`config.mk`:
```
export PLATFORM = sky130hd
export DESIGN_NAME = quoted_delimiter_tokenizer
export DESIGN_NICKNAME = d
export VERILOG_FILES = /design/src/design/qdt_pkg.sv /design/src/design/qdt_front.sv /design/src/design/qdt_queue.sv /design/src/design/qdt_back.sv /design/src/design/quoted_delimiter_tokenizer.sv
export SDC_FILE = /design/constraint.sdc
export NUM_CORES = 1
export LEC_CHECK = 0
export CORE_ASPECT_RATIO = 0.75
export CORE_MARGIN = 2
export CORE_UTILIZATION = 29
export DETAILED_ROUTE_END_ITERATION = 10
export DONT_BUFFER_PORTS = 1
export PLACE_DENSITY_LB_ADDON = 0.3
export REMOVE_ABC_BUFFERS = 1
export SLEW_MARGIN = 10
export SYNTH_ARGS = -nofsm -noshare
export SYNTH_HDL_FRONTEND = slang
export SYNTH_SLANG_ARGS = --single-unit
```
`constraint.sdc`:
```
create_clock -name aclk -period 5.1 [get_ports aclk]
set_input_delay 0.51 -clock aclk [delete_from_list [all_inputs] [get_ports aclk]]
set_output_delay 0.51 -clock aclk [all_outputs]
set_load 0.02 [all_outputs]
```
`src/design/qdt_pkg.sv`:
```
`timescale 1ns / 1ps

package qdt_pkg;

    // Special byte codes
    localparam logic [7:0] QUOTE_BYTE   = 8'h22;
    localparam logic [7:0] NEWLINE_BYTE = 8'h0A;

    // Configuration register indexes
    localparam int CFG_IDX_W = 2;
    typedef enum logic [CFG_IDX_W-1:0] {
        REG_DELIMITER_SET   = 2'd0,
        REG_DELIMITER_COUNT = 2'd1,
        REG_TRIM_NEWLINE    = 2'd2
    } cfg_reg_t;

    localparam int CFG_DATA_W  = 64;
    localparam int DELIM_CNT_W = 4;

    // Queue between front and back
    localparam int QUEUE_DEPTH = 2;
    localparam int QPTR_W      = 1;
    localparam int QCNT_W      = 2;

    // One result item
    typedef struct packed {
        logic       has_byte;
        logic [7:0] token_byte;
        logic       token_end;
        logic       string_end;
    } qdt_result_t;

endpackage

```
`src/design/qdt_front.sv`:
```
`timescale 1ns / 1ps

module qdt_front #(
    parameter int MAX_DELIMITERS = 8
) (
    input  logic                          aclk,
    input  logic                          aresetn,
    // configuration writes
    input  logic                          cfg_valid,
    input  logic [qdt_pkg::CFG_IDX_W-1:0] cfg_index,
    input  logic [qdt_pkg::CFG_DATA_W-1:0] cfg_data,
    // input bytes
    input  logic                          in_valid,
    input  logic [7:0]                    in_char,
    input  logic                          in_last,
    input  logic                          queue_full,
    output logic                          in_ready,
    // classified results toward the queue
    output logic                          push,
    output qdt_pkg::qdt_result_t          push_data
);
    import qdt_pkg::*;

    logic [MAX_DELIMITERS-1:0][7:0] delim_reg;
    logic [DELIM_CNT_W-1:0]         delim_cnt_reg;
    logic                           trim_reg;

    logic inside_quotes_reg, inside_quotes_next;
    logic after_delim_reg, after_delim_next;
    logic seen_any_reg, seen_any_next;

    logic [MAX_DELIMITERS-1:0] lane_hit;
    logic                      is_delim;
    logic                      accept;
    qdt_result_t               res;

    assign in_ready = !queue_full;
    assign accept   = in_valid && in_ready;

    // Write configuration registers
    always_ff @(posedge aclk) begin
        if (!aresetn) begin
            delim_reg     <= (MAX_DELIMITERS*8)'(NEWLINE_BYTE);
            delim_cnt_reg <= DELIM_CNT_W'(1);
            trim_reg      <= 1'b0;
        end else if (cfg_valid) begin
            case (cfg_index)
                REG_DELIMITER_SET:   delim_reg     <= cfg_data[MAX_DELIMITERS*8-1:0];
                REG_DELIMITER_COUNT: delim_cnt_reg <= cfg_data[DELIM_CNT_W-1:0];
                REG_TRIM_NEWLINE:    trim_reg      <= cfg_data[0];
                default: ;
            endcase
        end
    end

    // Compare against every active delimiter lane in parallel
    always_comb begin
        for (int k = 0; k < MAX_DELIMITERS; k++) begin
            lane_hit[k] = (delim_cnt_reg > DELIM_CNT_W'(k)) && (delim_reg[k] == in_char);
        end
    end
    assign is_delim = |lane_hit;

    // Classify the byte and form its result
    always_comb begin
        res                = '0;
        res.string_end     = in_last;
        inside_quotes_next = inside_quotes_reg;
        after_delim_next   = after_delim_reg;
        if (in_last && trim_reg && in_char == NEWLINE_BYTE) begin
            res.token_end = seen_any_reg && !after_delim_reg;
        end else if (in_char == QUOTE_BYTE) begin
            inside_quotes_next = !inside_quotes_reg;
            after_delim_next   = 1'b0;
            res.token_end      = in_last;
        end else if (!inside_quotes_reg && is_delim) begin
            res.token_end    = 1'b1;
            after_delim_next = 1'b1;
        end else begin
            res.has_byte     = 1'b1;
            res.token_byte   = in_char;
            after_delim_next = 1'b0;
            res.token_end    = in_last;
        end
        seen_any_next = 1'b1;
        // Clear string state after the final byte
        if (in_last) begin
            inside_quotes_next = 1'b0;
            after_delim_next   = 1'b0;
            seen_any_next      = 1'b0;
        end
    end

    // Drop quote bytes unless they end the string
    assign push      = accept && (in_last || res.has_byte || res.token_end);
    assign push_data = res;

    // Advance string state on each transfer
    always_ff @(posedge aclk) begin
        if (!aresetn) begin
            inside_quotes_reg <= 1'b0;
            after_delim_reg   <= 1'b0;
            seen_any_reg      <= 1'b0;
        end else if (accept) begin
            inside_quotes_reg <= inside_quotes_next;
            after_delim_reg   <= after_delim_next;
            seen_any_reg      <= seen_any_next;
        end
    end

endmodule

```
`src/design/qdt_queue.sv`:
```
`timescale 1ns / 1ps

module qdt_queue (
    input  logic                 aclk,
    input  logic                 aresetn,
    input  logic                 push,
    input  qdt_pkg::qdt_result_t push_data,
    output logic                 full,
    input  logic                 pop,
    output logic                 not_empty,
    output qdt_pkg::qdt_result_t pop_data
);
    import qdt_pkg::*;

    qdt_result_t         mem_reg [QUEUE_DEPTH];
    logic [QPTR_W-1:0]   wr_ptr_reg, rd_ptr_reg;
    logic [QCNT_W-1:0]   count_reg, count_next;
    logic                do_pop;

    assign full      = (count_reg == QCNT_W'(QUEUE_DEPTH));
    assign not_empty = (count_reg != '0);
    assign do_pop    = pop && not_empty;
    assign pop_data  = mem_reg[rd_ptr_reg];

    always_comb begin
        count_next = count_reg;
        if (push && !do_pop) begin
            count_next = count_reg + QCNT_W'(1);
        end else if (!push && do_pop) begin
            count_next = count_reg - QCNT_W'(1);
        end
    end

    // Store entries
    always_ff @(posedge aclk) begin
        if (push) begin
            mem_reg[wr_ptr_reg] <= push_data;
        end
    end

    // Move pointers and fill level
    always_ff @(posedge aclk) begin
        if (!aresetn) begin
            wr_ptr_reg <= '0;
            rd_ptr_reg <= '0;
            count_reg  <= '0;
        end else begin
            if (push) begin
                wr_ptr_reg <= wr_ptr_reg + QPTR_W'(1);
            end
            if (do_pop) begin
                rd_ptr_reg <= rd_ptr_reg + QPTR_W'(1);
            end
            count_reg <= count_next;
        end
    end

endmodule

```
`src/design/qdt_back.sv`:
```
`timescale 1ns / 1ps

module qdt_back (
    input  logic                 aclk,
    input  logic                 aresetn,
    input  logic                 q_not_empty,
    input  qdt_pkg::qdt_result_t q_data,
    output logic                 q_pop,
    output logic                 m_tvalid,
    input  logic                 m_tready,
    output logic [7:0]           m_tdata,
    output logic [1:0]           m_tuser,
    output logic                 m_tlast
);
    import qdt_pkg::*;

    qdt_result_t out_reg;
    logic        valid_reg;
    logic        load;

    // Refill the output register when it is empty or being taken
    assign load  = !valid_reg || m_tready;
    assign q_pop = load && q_not_empty;

    always_ff @(posedge aclk) begin
        if (!aresetn) begin
            valid_reg <= 1'b0;
        end else if (load) begin
            valid_reg <= q_not_empty;
        end
    end

    always_ff @(posedge aclk) begin
        if (q_pop) begin
            out_reg <= q_data;
        end
    end

    assign m_tvalid = valid_reg;
    assign m_tdata  = out_reg.token_byte;
    assign m_tuser  = {out_reg.token_end, out_reg.has_byte};
    assign m_tlast  = out_reg.string_end;

endmodule

```
`src/design/quoted_delimiter_tokenizer.sv`:
```
`timescale 1ns / 1ps
// Channel | Direction | Ports                               | Content
// s_      | in        | s_tvalid s_tready s_tdata s_tlast   | char_in, last_char
// m_      | out       | m_tvalid m_tready m_tdata m_tuser   | has_byte, token_byte,
//         |           | m_tlast                             | token_end, string_end
// cfg_    | in        | cfg_valid cfg_ready cfg_index       | register writes
//         |           | cfg_data                            |
//
// One byte per cycle while s_tready is high; a result passes through the queue and then the output register to m_.
// Delimiter compares run in parallel lanes, one per MAX_DELIMITERS.
// A two-entry queue and an output register part input from output; s_tready
// falls only when the queue is full. Configuration writes are never stalled.
// aresetn is synchronous, active low, and restores register defaults.

module quoted_delimiter_tokenizer #(
    parameter int MAX_DELIMITERS = 8
) (
    input  logic                          aclk,
    input  logic                          aresetn,
    input  logic                          s_tvalid,
    output logic                          s_tready,
    input  logic [7:0]                    s_tdata,   // [7:0] char_in
    input  logic                          s_tlast,   // last_char
    output logic                          m_tvalid,
    input  logic                          m_tready,
    output logic [7:0]                    m_tdata,   // [7:0] token_byte
    output logic [1:0]                    m_tuser,   // [0] has_byte, [1] token_end
    output logic                          m_tlast,   // string_end
    input  logic                          cfg_valid,
    output logic                          cfg_ready,
    input  logic [qdt_pkg::CFG_IDX_W-1:0] cfg_index,
    input  logic [qdt_pkg::CFG_DATA_W-1:0] cfg_data
);
    import qdt_pkg::*;

    logic        push, full, pop, not_empty;
    qdt_result_t push_data, pop_data;

    assign cfg_ready = 1'b1;

    qdt_front #(
        .MAX_DELIMITERS(MAX_DELIMITERS)
    ) u_front (
        .aclk      (aclk),
        .aresetn   (aresetn),
        .cfg_valid (cfg_valid),
        .cfg_index (cfg_index),
        .cfg_data  (cfg_data),
        .in_valid  (s_tvalid),
        .in_char   (s_tdata),
        .in_last   (s_tlast),
        .queue_full(full),
        .in_ready  (s_tready),
        .push      (push),
        .push_data (push_data)
    );

    qdt_queue u_queue (
        .aclk     (aclk),
        .aresetn  (aresetn),
        .push     (push),
        .push_data(push_data),
        .full     (full),
        .pop      (pop),
        .not_empty(not_empty),
        .pop_data (pop_data)
    );

    qdt_back u_back (
        .aclk       (aclk),
        .aresetn    (aresetn),
        .q_not_empty(not_empty),
        .q_data     (pop_data),
        .q_pop      (pop),
        .m_tvalid   (m_tvalid),
        .m_tready   (m_tready),
        .m_tdata    (m_tdata),
        .m_tuser    (m_tuser),
        .m_tlast    (m_tlast)
    );

endmodule

```
==> qor.yml, run 1 <==
yosys:
  synth.area.top_cells: "dfxtp_1 31%, edfxtp_1 20%, nand2_1 10%, xnor2_1 8.7%, a21boi_0 5.8%"
  synthDistinctLibCells: 43
  synth_top_area_share_pct: 30.7
  synth_area_per_cell_um2: 9.74
  ys_ff_latch: 110
  post-synth-top-area-cell: "dfxtp_1"
  synth-main-ff-cell: "dfxtp_1"
  synth_edf_count: 33
  syn_inst: 515
  synth_most_common_cell: "nand2_1"
  synth_compound_area_share_pct: 11.6
  yosys_warnings: 0
  synth_top_family_by_area: "simple AND/OR/NAND/NOR gates"
  seq_area_frac_synth_pct: 50.5
  netlist_area_mm2: 0.00502
  synthMuxAreaShare_pct: 3.47
  synthAdderAreaFrac_pct: 0.249
  synthXorXnorAreaFrac_pct: 11.7
  yosys.area_share.simple_pct: 19.0
  async_reset_ff_share_pct: 0
  synthTopCellsByCount: "136 x nand2_1, 77 x dfxtp_1, 50 x xnor2_1"
sta:
  finalCritPeriodShare_pct: 48.6
  maxSlewHeadroom_pct: 25.8
  rsz0062_at_grt: "no"
  report.final.setup_viol: 0
  drv_slew: 0
  tns_ns: 0
  fmax_ghz: 0.403
  tightest_slew_ns: 1.11
  finalHoldViolCount: 0
  fin_crit_ns: 2.48
  skew_ns: 0.0102
  setup_ws_ns: 2.62
critical_path:
  end_kind: "flop"
  critical_path_class: "reg2reg"
  cp.arrival_ns: 2.77
  worstSetupStartpoint: "u_back.m_tvalid"
  required_ns: 5.39
  crit_path_max_fanout: 13
  setup.worst_path.start_class: "flop"
  timing.rr.start: "u_back.m_tvalid"
floorplanning:
  num_rows: 41
  die_y_um: 118
  dieArea_mm2: 0.0184
  dieWidth_um: 156
  core_mm2: 0.0169
  ioPinCount: 94
  start_util_pct: 29.7
route:
  via_per_inst: 4.62
  dr.pass1.iters: 6
  dr_wl_met3_um: 505
  drc: 0
  drt-total-wl_mm: 11.9
  drt-initial-drc-count: 134
  via_count: 3304
  wl_met2_mm: 5.13
  ant_nets: 0
  m1WireLength_mm: 6.15
  wl_per_cell_um: 16.7
  top_layer: "met4"
layout:
  final_layout_size_suffix_gt1_share_pct: 7.20
  finalNetCount: 576
  antennaDiodeCount: 0
  finalInstanceArea_mm2: 0.00544
  largest_register_ffs: 64
  syn2layout_area_growth_pct: 8.43
global_routing:
  grt_pass1_wl_mm: 19.0
  antenna_found_initial: 0
  grt_pass1_vias: 3416
  grt_max_degree: 79
  overflow: 0
  grtUsageTotal_pct: 13.6
place:
  dp_hpwl_mm: 8.11
  io_buffer_count: 0
  placed_area_mm2: 0.00515
  dp_slack_ns: 2.56
  gp_congestion: 0.777
power_and_ir_drop:
  power_density_mw_per_mm2: 377
  leakagePower_nw: 1.78
  vdd_drop_max_mv: 0.165
outcome:
  status: "finished clean"
clock_network:
  clock_sinks: 110
  post_cts_buffers: 0
  numCtsBuffers: 9
  cts.clk_slew.worst_paths_ns: 0.08
  cts_tree: "yes"
  clock-root-buffer: "clkbuf_16"
  cts_resized: 0
  clk_path_buf_depth: 2
  clk_latency_ns: 0.36
  ctsHoldBuffers: 0
  ctsHtreeMaxLevel: 3
worst_hold_path:
  worstHoldStart: "s_tlast"
  hp-class: "in2reg"
run:
  drv_cap: 0
-- critical path, cell delays in order (launching register included) --
cell and delay, ns:
dfxtp_1 0.38, nor2b_1 0.17, nor2_1 0.84, inv_1 0.11
ha_1 0.36, or3_1 0.38, a21boi_0 0.16
-- cells in the final DEF (no fill, tap or decap), types with 4 or more instances in the layout --
cell	count
a21boi_0	39
a21boi_1	25
and2_1	4
clkbuf_16	9
dfxtp_1	77
edfxtp_1	33
mux2_2	11
mux2i_1	5
nand2_1	136
nand3_1	6
nand3b_1	4
nand4_1	9
nor2_1	10
nor2b_1	13
nor3_1	7
nor4_1	5
nor4_2	4
xnor2_1	50
xor2_1	17
-- stage by stage --
step / utilization [%] / std cells / hold WS, ns / power (mW)
4_1_cts: 32.2 / 715 / 0.206 / 2.08
2_1_floorplan: - / 482 / 0.447 / 1.32
3_5_place_dp: 30.5 / 699 / 0.457 / 1.38
5_1_grt: 32.2 / 715 / 0.214 / 2.15
3_3_place_gp: 30.5 / 699 / 0.454 / 1.37
6_report: 32.2 / 715 / 0.237 / 2.05
-- cell families after synthesis --
kind of cell    Yosys count
simple gates            207
flops                   110
compound gates           77
xor+xnor                 67
buf+inv                  36
mux                      16
fa+ha+maj                 1
other cells               1
-- worst paths after layout --
| path | endpoint | slack, ns | cells past startpoint |
|---|---|---|---|
| worst min register to register | u_front.delim_reg[0] | 0.47 | 2 |
| worst max-delay path | u_queue.count_reg[1] | 2.62 | 6 |
| worst min-delay path | u_queue.mem_reg[1][0] | 0.24 | 0 |
| worst max register to register | u_queue.count_reg[1] | 2.62 | 6 |
-- report_power, final --
| part | total [mW] | internal [mW] | leakage (nW) | switching (mW) |
|---|---|---|---|---|
| clock | 0.690 | 0.345 | 0.141 | 0.345 |
| sequential | 1.13 | 1.02 | 0.929 | 0.111 |
| combinational | 0.229 | 0.111 | 0.710 | 0.117 |
| total | 2.05 | 1.47 | 1.78 | 0.574 |
-- cell type report --
type	count	area, µm²
inverters	3	11.3
clock inverters	7	65.1
repair buffers	2	15.0
clock buffers	9	225
multi-input cells	369	2320
flip-flops and latches	110	2530
fillers	1715	11400
well taps	215	269
-- per-layer routing --
| metal | global-route usage (%) | vias up |
|---|---|---|
| li1 | - | 1684 |
| met1 | 18.6 | 1539 |
| met2 | 20.5 | 68 |
| met3 | 4.75 | 13 |
| met4 | 3.38 | 0 |
| met5 | 0 | - |
No activity file was read; power rests on OpenSTA's default activity.
==> inputs of run 2 (changes only) <==
==> constraint.sdc (replaced) <==
create_clock -name aclk -period 2.2 [get_ports aclk]
set_input_delay 0.22 -clock aclk [delete_from_list [all_inputs] [get_ports aclk]]
set_output_delay 0.22 -clock aclk [all_outputs]
set_load 0.02 [all_outputs]
==> run 2 against run 1 <==
  * Combinational power grew to 2.7 times the previous value
  * Sequential power grew 130%
  * Worst hold slack got worse by 0.22 ns
  * Cell count grew 5.2%
  * Wire length increased by 3.8%
  * Die area is the same
  * Flip-flop and latch count unchanged
  * Global-route usage is 0.20 points higher
  * Critical path depth is the same
  * Final area up 6.9%
  * Critical endpoint is now u_queue.mem_reg[0][10]
==> qor.yml, run 2 (synthesized netlist as in run 1, its figures left out) <==
outcome:
  status: "finished clean"
layout:
  final_layout_size_suffix_gt1_share_pct: 8.01  # +0.81 points
  fin_util_pct: 34.5  # +2.2 points
  mostFrequentLayoutCells: "136 x nand2_1, 76 x dfxtp_1, 50 x xnor2_1"
  final_common_cell: "nand2_1"
  largest_register_ffs: 64  # unchanged
  syn2layout_area_growth_pct: 16.0
  finalNetCount: 613  # +6.4%
  antennaDiodeCount: 0  # unchanged
clock_network:
  clk_latency_ns: 0.35  # about the same
  clk_path_buf_depth: 2  # unchanged
  ctsHtreeMaxLevel: 3  # unchanged
  clock_sinks: 110  # unchanged
  cts.clk_slew.worst_paths_ns: 0.08  # about the same
  clock-root-buffer: "clkbuf_16"
  cts_tree: "yes"
  numCtsBuffers: 9  # unchanged
route:
  wl_per_cell_um: 16.4  # -1.4%
  via_count: 3464  # +4.8%
  via_per_inst: 4.61  # -0.32%
  dr.pass1.iters: 4  # -2
  drt-total-wl_mm: 12.4  # +3.8%
  drt-initial-drc-count: 173  # +29%
  drc: 0  # unchanged
  ant_nets: 0  # unchanged
place:
  io_buffer_count: 0  # unchanged
  gp_congestion: 0.779  # +0.31%
  dp_hpwl_mm: 8.16  # +0.54%
sta:
  finalHoldViolCount: 0  # unchanged
  report.final.setup_viol: 0  # unchanged
  hold_slack_ns: 0.0128  # -0.225 ns
  tightest_slew_ns: 0.650  # -0.458 ns
  maxSlewHeadroom_pct: 56.7  # +31 points
  fin_crit_ns: 2.04  # -0.436 ns
  drv_slew: 0  # unchanged
  fmax_ghz: 0.489  # +21%
  skew_ns: 0.00732  # -0.00292 ns
  rsz0062_at_grt: "no"
  finalCritPeriodShare_pct: 92.9  # +44 points
critical_path:
  crit_chain: "nor3_1 > or4_1 > nor4_2 > nor4_2 > a21oi_4 > nor2b_1"
  crit_path_max_fanout: 9  # -4
  setup.worst_path.start_class: "flop"
  required_ns: 2.29  # -3.10 ns
  critPathMostFrequentCell: "nor4_2"
  slowest_delay_ns: 0.53  # -0.31 ns
  slowest_stage: "or4_1"
  critical_path_class: "reg2reg"
  cp.arrival_ns: 2.14  # -0.63 ns
  end_kind: "flop"
floorplanning:
  num_rows: 41  # unchanged
  die_y_um: 118  # unchanged
  dieWidth_um: 156  # unchanged
  core_mm2: 0.0169  # unchanged
  dieArea_mm2: 0.0184  # unchanged
  ioPinCount: 94  # unchanged
  start_util_pct: 29.7  # unchanged
global_routing:
  grtUsageTotal_pct: 13.8  # +0.20 points
  grt_pass1_wl_mm: 19.5  # +2.7%
  grt_max_degree: 71  # -10%
  grt_pass1_vias: 3458  # +1.2%
  antenna_found_initial: 0  # unchanged
  overflow: 0  # unchanged
run:
  drv_cap: 0  # unchanged
worst_hold_path:
  hp-class: "in2reg"
power_and_ir_drop:
  vdd_drop_max_mv: 0.371  # +130%
  power_density_mw_per_mm2: 826  # +120%
  power_mw: 4.80  # +130%
  leakagePower_nw: 1.94  # +9.1%
## run 2: cell types whose count changed in the layout (fill, tap and decap cells not counted)
cell | previous run | this run
buf_12 | 0 | 1
nor4_2 | 4 | 5
dfxtp_2 | 0 | 1
buf_4 | 2 | 6
dfxtp_1 | 77 | 76
inv_6 | 3 | 1
clkinv_4 | 1 | 3
dlygate4sd3_1 | 0 | 32
nor4_1 | 5 | 4
## run 2: routing by layer
metal  routed length, µm  track usage (%)  vias up
met4                 105             3.10        0
li1                    -                -     1750
met2                5520             21.6       77
met5                   0                0        -
met1                6280             19.5     1629
met3                 453             3.09        8
## run 2: final cells by class
| type | instances | area, µm² |
|---|---|---|
| fillers | 1689 | 11100 |
| inverters | 3 | 11.3 |
| clock inverters | 7 | 65.1 |
| repair buffers | 39 | 385 |
| flip-flops and latches | 110 | 2530 |
| multi-input cells | 369 | 2330 |
| well taps | 215 | 269 |
| clock buffers | 9 | 225 |
## run 2: power breakdown
| part | leakage (nW) | internal (mW) | total (mW) | switching [mW] |
|---|---|---|---|---|
| Sequential | 0.929 | 2.36 | 2.60 | 0.241 |
| Clock | 0.140 | 0.795 | 1.59 | 0.796 |
| Combinational | 0.871 | 0.323 | 0.614 | 0.291 |
## run 2: stage by stage
| step | instance area [µm²] | setup TNS [ns] | worst slack, ns | std cells |
|---|---|---|---|---|
| floorplan | 4860 | -115.66 | -1.81 | 482 |
| global placement | 5200 | 0 | 0.198 | 704 |
| detailed placement | 5200 | 0 | 0.109 | 704 |
| CTS | 5810 | 0 | 0.0887 | 752 |
| global route | 5820 | 0 | 0.00793 | 752 |
| finish | 5820 | 0 | 0.157 | 752 |
## run 2: timing repair
action	CTS	global route
hold buffers	32	0
hold endpoints to repair	37	0
gates resized for setup	0	2
setup endpoints to repair	0	18
setup buffers	0	0
## run 2: final timing paths
check                                 from                endpoint  slack (ns)  depth (start not counted)
setup / recovery  u_front.delim_cnt_reg[1]  u_queue.mem_reg[0][10]        0.16                          6
hold / removal                cfg_data[25]   u_front.delim_reg[25]        0.01                          2
setup reg to reg  u_front.delim_cnt_reg[1]  u_queue.mem_reg[0][10]        0.16                          6
hold reg to reg      u_front.delim_reg[55]   u_front.delim_reg[55]        0.47                          2
## run 2: critical path: cells and delay by family, from the launching register on
family	cells	cell delay [ns]
AOI/OAI and AO/OA	1	0.30
DFF	1	0.44
and+or+nand+nor	5	1.05
